**src/hdl/sium_pkg.sv**
```systemverilog
// ----------------------------------------------------------------------------
// sium_pkg
// Shared types and constants for the sorted interval union merger.
// ----------------------------------------------------------------------------
`default_nettype none

package sium_pkg;

    localparam int BOUND_W  = 64;
    localparam int FIELDS_W = 2 * BOUND_W + 2;
    localparam int TDATA_W  = ((FIELDS_W + 7) / 8) * 8;
    localparam int PAD_W    = TDATA_W - FIELDS_W;

    // one incoming period
    typedef struct packed {
        logic                      final_item;
        logic                      upper_closed;
        logic                      lower_closed;
        logic signed [BOUND_W-1:0] upper_bound;
        logic signed [BOUND_W-1:0] lower_bound;
    } item_t;

    // one emitted merged period
    typedef struct packed {
        logic                      final_result;
        logic                      merged_upper_closed;
        logic                      merged_lower_closed;
        logic signed [BOUND_W-1:0] merged_upper;
        logic signed [BOUND_W-1:0] merged_lower;
    } result_t;

endpackage

`default_nettype wire

```
**src/hdl/sium_queue.sv**
```systemverilog
// ----------------------------------------------------------------------------
// sium_queue
// Two-entry queue between the input side and the merge engine.
// ----------------------------------------------------------------------------
`default_nettype none

module sium_queue (
    input  wire logic           clk,
    input  wire logic           rst_n,
    input  wire logic           push_valid,
    output logic                push_ready,
    input  wire sium_pkg::item_t push_item,
    output logic                pop_valid,
    input  wire logic           pop_ready,
    output sium_pkg::item_t     pop_item
);
    import sium_pkg::*;

    item_t      mem_reg [2];
    logic       wr_ptr_reg;
    logic       wr_ptr_next;
    logic       rd_ptr_reg;
    logic       rd_ptr_next;
    logic [1:0] count_reg;
    logic [1:0] count_next;
    logic       do_push;
    logic       do_pop;

    assign push_ready = (count_reg != 2'd2);
    assign pop_valid  = (count_reg != 2'd0);
    assign pop_item   = mem_reg[rd_ptr_reg];

    assign do_push = push_valid && push_ready;
    assign do_pop  = pop_valid && pop_ready;

    always_comb
    begin
        wr_ptr_next = wr_ptr_reg ^ do_push;
        rd_ptr_next = rd_ptr_reg ^ do_pop;
        count_next  = count_reg + {1'b0, do_push} - {1'b0, do_pop};
    end

    always_ff @(posedge clk)
    begin
        if (do_push)
        begin
            mem_reg[wr_ptr_reg] <= push_item;
        end
    end

    always_ff @(posedge clk or negedge rst_n)
    begin
        if (!rst_n)
        begin
            wr_ptr_reg <= 1'b0;
            rd_ptr_reg <= 1'b0;
            count_reg  <= 2'd0;
        end
        else
        begin
            wr_ptr_reg <= wr_ptr_next;
            rd_ptr_reg <= rd_ptr_next;
            count_reg  <= count_next;
        end
    end

endmodule

`default_nettype wire

```
**src/hdl/sium_merge.sv**
```systemverilog
// ----------------------------------------------------------------------------
// sium_merge
// Merge engine: holds the current merged period, widens it with each
// overlapping or adjacent period, and emits finished periods.
// ----------------------------------------------------------------------------
`default_nettype none

module sium_merge (
    input  wire logic              clk,
    input  wire logic              rst_n,
    input  wire logic              q_valid,
    output logic                   q_pop,
    input  wire sium_pkg::item_t   q_item,
    output logic                   res_valid,
    input  wire logic              res_ready,
    output sium_pkg::result_t      res_data
);
    import sium_pkg::*;

    // held period
    logic signed [BOUND_W-1:0] held_lower_reg;
    logic signed [BOUND_W-1:0] held_lower_next;
    logic signed [BOUND_W-1:0] held_upper_reg;
    logic signed [BOUND_W-1:0] held_upper_next;
    logic                      held_lc_reg;
    logic                      held_lc_next;
    logic                      held_uc_reg;
    logic                      held_uc_next;
    logic                      holding_reg;
    logic                      holding_next;

    // output register and second-result slot
    result_t out_reg;
    result_t out_next;
    logic    out_valid_reg;
    logic    out_valid_next;
    result_t pend_reg;
    result_t pend_next;
    logic    pend_valid_reg;
    logic    pend_valid_next;

    logic    out_free;
    logic    ovl;
    logic    adj;
    logic    merge;
    logic    keep_lo;
    logic    keep_hi;
    logic    emit_old;
    result_t old_res;
    result_t new_res;

    assign out_free  = !out_valid_reg || res_ready;
    assign q_pop     = q_valid && out_free && !pend_valid_reg;
    assign res_valid = out_valid_reg;
    assign res_data  = out_reg;

    always_comb
    begin
        // equal values: the bounds touch only when both are inclusive
        ovl = ((held_lower_reg < q_item.upper_bound) ||
               (held_lower_reg == q_item.upper_bound && held_lc_reg &&
                q_item.upper_closed)) &&
              ((q_item.lower_bound < held_upper_reg) ||
               (q_item.lower_bound == held_upper_reg && q_item.lower_closed &&
                held_uc_reg));
        adj = (held_upper_reg == q_item.lower_bound &&
               held_uc_reg != q_item.lower_closed) ||
              (q_item.upper_bound == held_lower_reg &&
               q_item.upper_closed != held_lc_reg);
        merge = holding_reg && (ovl || adj);
        keep_lo = (held_lower_reg < q_item.lower_bound) ||
                  (held_lower_reg == q_item.lower_bound &&
                   (held_lc_reg || !q_item.lower_closed));
        keep_hi = (held_upper_reg > q_item.upper_bound) ||
                  (held_upper_reg == q_item.upper_bound &&
                   (held_uc_reg || !q_item.upper_closed));
        emit_old = holding_reg && !merge;

        held_lower_next = held_lower_reg;
        held_upper_next = held_upper_reg;
        held_lc_next    = held_lc_reg;
        held_uc_next    = held_uc_reg;
        holding_next    = holding_reg;

        old_res.merged_lower        = held_lower_reg;
        old_res.merged_upper        = held_upper_reg;
        old_res.merged_lower_closed = held_lc_reg;
        old_res.merged_upper_closed = held_uc_reg;
        old_res.final_result        = 1'b0;

        if (merge)
        begin
            if (!keep_lo)
            begin
                held_lower_next = q_item.lower_bound;
                held_lc_next    = q_item.lower_closed;
            end
            if (!keep_hi)
            begin
                held_upper_next = q_item.upper_bound;
                held_uc_next    = q_item.upper_closed;
            end
        end
        else
        begin
            held_lower_next = q_item.lower_bound;
            held_upper_next = q_item.upper_bound;
            held_lc_next    = q_item.lower_closed;
            held_uc_next    = q_item.upper_closed;
        end

        new_res.merged_lower        = held_lower_next;
        new_res.merged_upper        = held_upper_next;
        new_res.merged_lower_closed = held_lc_next;
        new_res.merged_upper_closed = held_uc_next;
        new_res.final_result        = 1'b1;

        holding_next    = !q_item.final_item;
        out_next        = out_reg;
        out_valid_next  = out_valid_reg && !res_ready;
        pend_next       = pend_reg;
        pend_valid_next = pend_valid_reg;

        if (pend_valid_reg)
        begin
            holding_next = holding_reg;
            if (out_free)
            begin
                out_next        = pend_reg;
                out_valid_next  = 1'b1;
                pend_valid_next = 1'b0;
            end
        end
        else if (q_pop)
        begin
            if (emit_old)
            begin
                out_next       = old_res;
                out_valid_next = 1'b1;
                if (q_item.final_item)
                begin
                    pend_next       = new_res;
                    pend_valid_next = 1'b1;
                end
            end
            else if (q_item.final_item)
            begin
                out_next       = new_res;
                out_valid_next = 1'b1;
            end
        end
        else
        begin
            holding_next = holding_reg;
        end

        if (!q_pop)
        begin
            held_lower_next = held_lower_reg;
            held_upper_next = held_upper_reg;
            held_lc_next    = held_lc_reg;
            held_uc_next    = held_uc_reg;
        end
    end

    always_ff @(posedge clk)
    begin
        out_reg  <= out_next;
        pend_reg <= pend_next;
    end

    always_ff @(posedge clk or negedge rst_n)
    begin
        if (!rst_n)
        begin
            held_lower_reg <= '0;
            held_upper_reg <= '0;
            held_lc_reg    <= 1'b0;
            held_uc_reg    <= 1'b0;
            holding_reg    <= 1'b0;
            out_valid_reg  <= 1'b0;
            pend_valid_reg <= 1'b0;
        end
        else
        begin
            held_lower_reg <= held_lower_next;
            held_upper_reg <= held_upper_next;
            held_lc_reg    <= held_lc_next;
            held_uc_reg    <= held_uc_next;
            holding_reg    <= holding_next;
            out_valid_reg  <= out_valid_next;
            pend_valid_reg <= pend_valid_next;
        end
    end

endmodule

`default_nettype wire

```
**src/hdl/sorted_interval_union_merger.sv**
```systemverilog
// A request that completes a result is written into the queue, then popped by
// the merge engine, which loads the result into the output register.
// Throughput: one request per cycle while the output is ready; a final request
// that emits two results holds the merge engine until the second result leaves the second-result slot.
// Reset: rst_n clears the held period, the queue and the output valids.
// ----------------------------------------------------------------------------
// sorted_interval_union_merger
// Merges a sorted stream of periods into a stream of disjoint unions.
// ----------------------------------------------------------------------------
`default_nettype none

module sorted_interval_union_merger (
    input  wire logic                         clk,
    input  wire logic                         rst_n,
    input  wire logic                         s_tvalid,
    output logic                              s_tready,
    // lower_bound, upper_bound, lower_closed, upper_closed, zero pad
    input  wire logic [sium_pkg::TDATA_W-1:0] s_tdata,
    input  wire logic                         s_tlast,
    output logic                              m_tvalid,
    input  wire logic                         m_tready,
    // merged_lower, merged_upper, merged_lower_closed, merged_upper_closed, zero pad
    output logic [sium_pkg::TDATA_W-1:0]      m_tdata,
    output logic                              m_tlast
);
    import sium_pkg::*;

    item_t   in_item;
    item_t   q_item;
    logic    q_valid;
    logic    q_pop;
    result_t res;

    assign in_item.lower_bound  = s_tdata[BOUND_W-1:0];
    assign in_item.upper_bound  = s_tdata[2*BOUND_W-1:BOUND_W];
    assign in_item.lower_closed = s_tdata[2*BOUND_W];
    assign in_item.upper_closed = s_tdata[2*BOUND_W+1];
    assign in_item.final_item   = s_tlast;

    sium_queue u_queue (
        .clk        (clk),
        .rst_n      (rst_n),
        .push_valid (s_tvalid),
        .push_ready (s_tready),
        .push_item  (in_item),
        .pop_valid  (q_valid),
        .pop_ready  (q_pop),
        .pop_item   (q_item)
    );

    sium_merge u_merge (
        .clk       (clk),
        .rst_n     (rst_n),
        .q_valid   (q_valid),
        .q_pop     (q_pop),
        .q_item    (q_item),
        .res_valid (m_tvalid),
        .res_ready (m_tready),
        .res_data  (res)
    );

    assign m_tdata = {{PAD_W{1'b0}}, res.merged_upper_closed, res.merged_lower_closed,
                      res.merged_upper, res.merged_lower};
    assign m_tlast = res.final_result;

endmodule

`default_nettype wire

```
**config.mk**
```make
export PLATFORM = sky130hd
export DESIGN_NAME = sorted_interval_union_merger
export DESIGN_NICKNAME = d
export VERILOG_FILES = /design/src/hdl/sium_pkg.sv /design/src/hdl/sium_queue.sv /design/src/hdl/sium_merge.sv /design/src/hdl/sorted_interval_union_merger.sv
export SDC_FILE = /design/constraint.sdc
export NUM_CORES = 1
export LEC_CHECK = 0
export ABC_AREA = 0
export BUFFER_PORTS_ARGS = -buffer_cell sky130_fd_sc_hd__buf_2
export CAP_MARGIN = 20
export CORE_ASPECT_RATIO = 0.75
export CORE_MARGIN = 8
export CORE_UTILIZATION = 30
export CTS_CLUSTER_DIAMETER = 200
export DETAILED_ROUTE_END_ITERATION = 7
export SETUP_SLACK_MARGIN = 0.1
export SLEW_MARGIN = 10
export SYNTH_ARGS = -nofsm -noshare
export SYNTH_HDL_FRONTEND = slang
export SYNTH_SLANG_ARGS = --single-unit
```
**constraint.sdc**
```tcl
create_clock -name clk -period 28.2 [get_ports clk]
set_input_delay 1.41 -clock clk [delete_from_list [all_inputs] [get_ports clk]]
set_output_delay 1.41 -clock clk [all_outputs]
set_load 0.02 [all_outputs]
```
# Yosys cells after proc, flatten, opt, wreduce, memory -nomap -nowiden
# Memory sizes are Yosys's and may differ from the RTL's.
# Cells that the tools add are included.
# totals
memories	1
register_bits	398
out_inout_bits	139
ramBits	262
input_bits	141
word_cells	102
# mem_list
memory	depth	word_bits	rd	rd_clocked_by_memory_dff	wr	line	rtl
u_queue.mem_reg	2	131	1	0	1	sium_queue.sv:19	item_t mem_reg [2];
# classes
eq_ne	10
n_bitwise	3
n_mux	25
n_addsub	2
reduce_logical	38
order_cmp	4
# ops
operator	n
131-bit 2-to-1 mux	5
64-bit equality test	6
64-bit 2-to-1 mux	4
64-bit less-than comparator	3
64-bit > comparator	1
1-bit logical AND	16
1-bit 2-to-1 mux	16
1-bit logical OR	9
1-bit zero test	7
2-bit inequality test, second input constant	2
4-bit AND reduction	1
2-bit nonzero test	2
3-bit AND reduction	1
3-bit nonzero test	1
2-bit by 1-bit adder with 2-bit output	1
1-bit inequality test	2
2-bit AND reduction	1
2-bit by 1-bit subtractor with 2-bit output	1
1-bit XOR	2
1-bit NOT	1

# Logic depth before layout (Yosys ltp)
# An unclocked memory read counts as a cell.
# depth
word_depth	13
depth_mapped	18
ltp_nobuf	13

# By module
# Synthesis repeated with hierarchy kept, for this count alone.
# hier_totals
hier_cells	2466
hier_area_um2	33359.5
# modules_own_cells
mod	seq_area_each_um2	n_inst	cells_per_inst	area_per_inst_um2
sium_merge	11165.7	1	2028	23297.3
sium_queue	7967.6	1	431	10013.4
sorted_interval_union_merger	0.0	1	7	48.8

# Worst setup path after synthesis
# No wires, ideal clock.
# synth_path
path_kind	flip-flop to flip-flop
start	register u_queue.rd_ptr_reg
end	register u_merge.out_reg, in the netlist u_merge.res_data[0] (enable)
period_less_slack_ns	10.664
setup_time_ns	0.665
t_required_ns	27.535
path_buffers	3
setup_slack_ns	17.536
path_stages_with_launch	16
arrival_time_ns	9.998
path_cell_list	dfrtp_1 buf_2 clkbuf_1 clkbuf_1 mux2i_1 inv_1 ha_1 and4_1 a221o_1 a221oi_1 o2111ai_1 mux2i_1 a211oi_4 nor3_1 o22ai_1 a21oi_1
# synth_via
elab_chain_len	12
elab_cells_between_ends	25
cone_classes	order compare: 2; eq/ne: 6; reduce/logical: 16; memory: 1
# synth_lines
element	line	rtl
start, declared	sium_queue.sv:22	logic rd_ptr_reg;
start signal, assigned	sium_queue.sv:62	rd_ptr_reg <= rd_ptr_next;
memory read 2 x 131 bit *	-	
branches (longest 9 deep; another with 64-bit less-than comparator)	-	
3-bit nonzero test (no line) *	-	
3-bit AND reduction (no line) *	-	
end signal, assigned	sium_merge.sv:168	out_reg <= out_next;
end, declared	sium_merge.sv:33	result_t out_reg;
# Every way passes the cells marked *.
# A chain may end at the register's enable or synchronous reset.

# Final worst setup path
# layout_path
start	register u_queue.rd_ptr_reg
end	register u_merge.pend_reg[129] (netlist name) (enable)
# layout_via
elab_chain_len	11
elab_cells_between_ends	24
cone_classes	order compare: 2; eq/ne: 6; reduce/logical: 15; memory: 1
# layout_lines
element	line	rtl
memory read 2 x 131 bit *	-	
branches (longest 9 deep; another with 64-bit less-than comparator)	-	
4-bit AND reduction (no line) *	-	
end signal, assigned	sium_merge.sv:169	pend_reg <= pend_next;
end, declared	sium_merge.sv:37	result_t pend_reg;
# Marks and branches as above.

==> impl_metrics.toml <==
[run_status]
outcome = "finished, final reports clean"

[clocking]
cts_resized = 0
clkSinkCount = 660
cts_tree = "built"
cts_setup_buffers = 0
clockBufferDepth = 3
cts_buffers = 72
htree_levels = 3
cts_hold_buf = 0
clockRootBuffer = "clkbuf_16"
path_clk_slew_ns = 0.06
clkLatencyLatePin_ns = 0.66

[setup_path]
crit_top_cell = "buf_4"
path_max_fanout = 61
required_ns = 28.46
arrival_ns = 8.74
cp_slowest_cell = "buf_4"
worstSetupStartpointType = "flip-flop"
path_buf_inv = 5
critPathTopFamily = "buffers and inverters"
path_class = "reg -> reg"
cp-end-kind = "flip-flop"
max_stage_delay_ns = 0.83
worstPathCellList = "buf_4, buf_4, mux2_2, inv_1, ha_1, nand4_1, nor4_2, nand3_1, a31oi_1, a211oi_1, nand2_1, a211oi_4, nor2_4, nand2_1, nor2_4, buf_4, buf_4"
r2r_cells = 17
worst-path-stages = 17

[global_routing]
grt_overflow_total = 0
grt_max_degree = 94
grt_first_pass_wirelength_um = 144000
use_met1_pct = 22.1
grtUsageMet2_pct = 23.4
antenna_found_initial = 21
grt_usage_pct = 15.3
grt_pass1_vias = 21712
grt-busiest-layer = "met2"
use_met3_pct = 3.60

[synthesis]
ys_ff_latch = 660
synth.area.top_cells = "edfxtp_1 46%, dfrtp_1 10%, ha_1 9.6%"
synth-main-ff-cell = "edfxtp_1"
synthArstFlopShare_pct = 20.8
synth.avg_cell_area_um2 = 12.7
yosys.area.top_type = "edfxtp_1"
yosys_warnings = 0
yosysTopAreaCellShare_pct = 46.1
synth_area_um2 = 34100
synth_cells = 2684
synth-edff-count = 523
ys_seq_area_share_pct = 56.2
synth_cell_types = 76

[routing]
drt_iter0_drc = 1687
num_vias = 22277
drcViolationCount = 0
drt-pass1-iter-count = 7
viasPerCell = 4.94
wire_per_inst_um = 21.7
wirelength_um = 98000
ant_nets = 0

[placement]
dpl_cell_area_um2 = 36900
finalWeightedCongestion = 0.803
portBuffers = 267
placed_cells = 4374
hpwl_um = 68800

[cells_and_area]
finalInstanceArea_um2 = 39200
nNetsFinal = 3324
syn2layout_area_growth_pct = 15.1
layout-drive-gt1-share_pct = 20.8
final_cells = 4512
largest_reg_flops = 262
fillers = 11057

[floorplan]
core_area_um2 = 113000
fp.dieArea_um2 = 125000
die_y_um = 308
die_w_um = 405
initial_core_util_pct = 30.1
row_count = 107
ios = 280

[sta]
finalHoldWorstSlack_ns = 0.532
rsz0062_at_grt = "no"
hold_viol = 0
drv_slew = 0
setup-violations-final = 0
finClkSkew_ns = 0.0337
tightestPinTransition_ns = 1.14
clock.fmax_ghz = 0.118
fin_tns_setup_ns = 0
slew_headroom_pct = 23.8
min_period_over_period_pct = 30.0
period_needed_ns = 8.47

[run]
cap_violations = 0

[worst_hold_path]
holdCritPathClass = "reg -> reg"
hold_path_depth = 2
[final timing paths]
kind                                                  end  slack (ns)                   from
max in group asynchronous              u_queue.rd_ptr_reg       25.84                  rst_n
worst max-delay path                u_merge.pend_reg[129]       19.73     u_queue.rd_ptr_reg
worst min-delay path                u_merge.res_data[117]        0.53  u_merge.pend_reg[117]
min in group asynchronous       u_merge.held_upper_reg[1]        0.80                  rst_n
worst min register to register      u_merge.res_data[117]        0.53  u_merge.pend_reg[117]
worst max register to register      u_merge.pend_reg[129]       19.73     u_queue.rd_ptr_reg
[logic make-up after synthesis]
| logic type | after synthesis | synth area share (%) |
|---|---|---|
| flip-flops | 660 | 56.2 |
| XOR/XNOR | 3 | 0.0772 |
| buffers and inverters | 341 | 4.58 |
| multiplexers | 329 | 10.7 |
| other | 1 | 0.0110 |
| adder cells (fa/ha/maj) | 260 | 9.55 |
| AND/OR/NAND/NOR | 479 | 6.45 |
| AO/OA/AOI/OAI | 611 | 12.5 |
[synthesized netlist by cell type (all sizes together), types with 23 or more instances]
master and number:
buf 69, nand4 52, o21ai 96, a31oi 68
nor2 218, clkbuf 66, a21o 39, ha 260
o221ai 65, mux2 133, a22oi 64, edfxtp 523
dfrtp 137, nand2 126, nand3 23, mux2i 196
inv 206, a21oi 217
[placed cells by master, fill, tap and decap left out, drive strengths merged, types with 126 or more instances in the layout]
cell | synthesis | routed
mux2i | 196 | 196
nand2 | 126 | 126
mux2 | 133 | 133
dfrtp | 137 | 137
inv | 206 | 210
nor2 | 218 | 218
buf | 69 | 295
ha | 260 | 260
a21oi | 217 | 217
edfxtp | 523 | 523
[worst min-delay path, stage by stage, from the launching register on]
cell      delay [ns]
edfxtp_1        0.32
nand2_1         0.05
o21ai_1         0.06
[metal layers]
layer  share of wire, %  vias up  routed length [um]
met2                 44      608               43200
met3                6.1      110                5960
met1                 48    10930               47300
met5              0.052        -                  51
li1                   -    10621                   -
met4                1.6        8                1580
[stage by stage]
stage | utilization, % | setup WS, ns
floorplan | - | 17.54
global placement | 32.6 | 19.39
detailed placement | 32.6 | 19.39
CTS | 34.6 | 19.35
global route | 34.6 | 19.05
finish | 34.7 | 19.73
[area by class of cell]
class                           instances  area (um2)  share of cell area [%]
Timing Repair Buffer                  295        1570                    3.99
Antenna cell                            6        15.0                  0.0383
Multi-Input combinational cell       1688       13500                    34.4
Sequential cell                       660       19100                    48.8
Tap cell                             1526        1910                    4.87
Clock inverter                         41         400                    1.02
Clock buffer                           90        1910                    4.88
Inverter                              206         773                    1.97
Power is left out: the tool's default activity adds up to more than one toggle a clock period on the data nets, which glitch-free logic cannot reach.
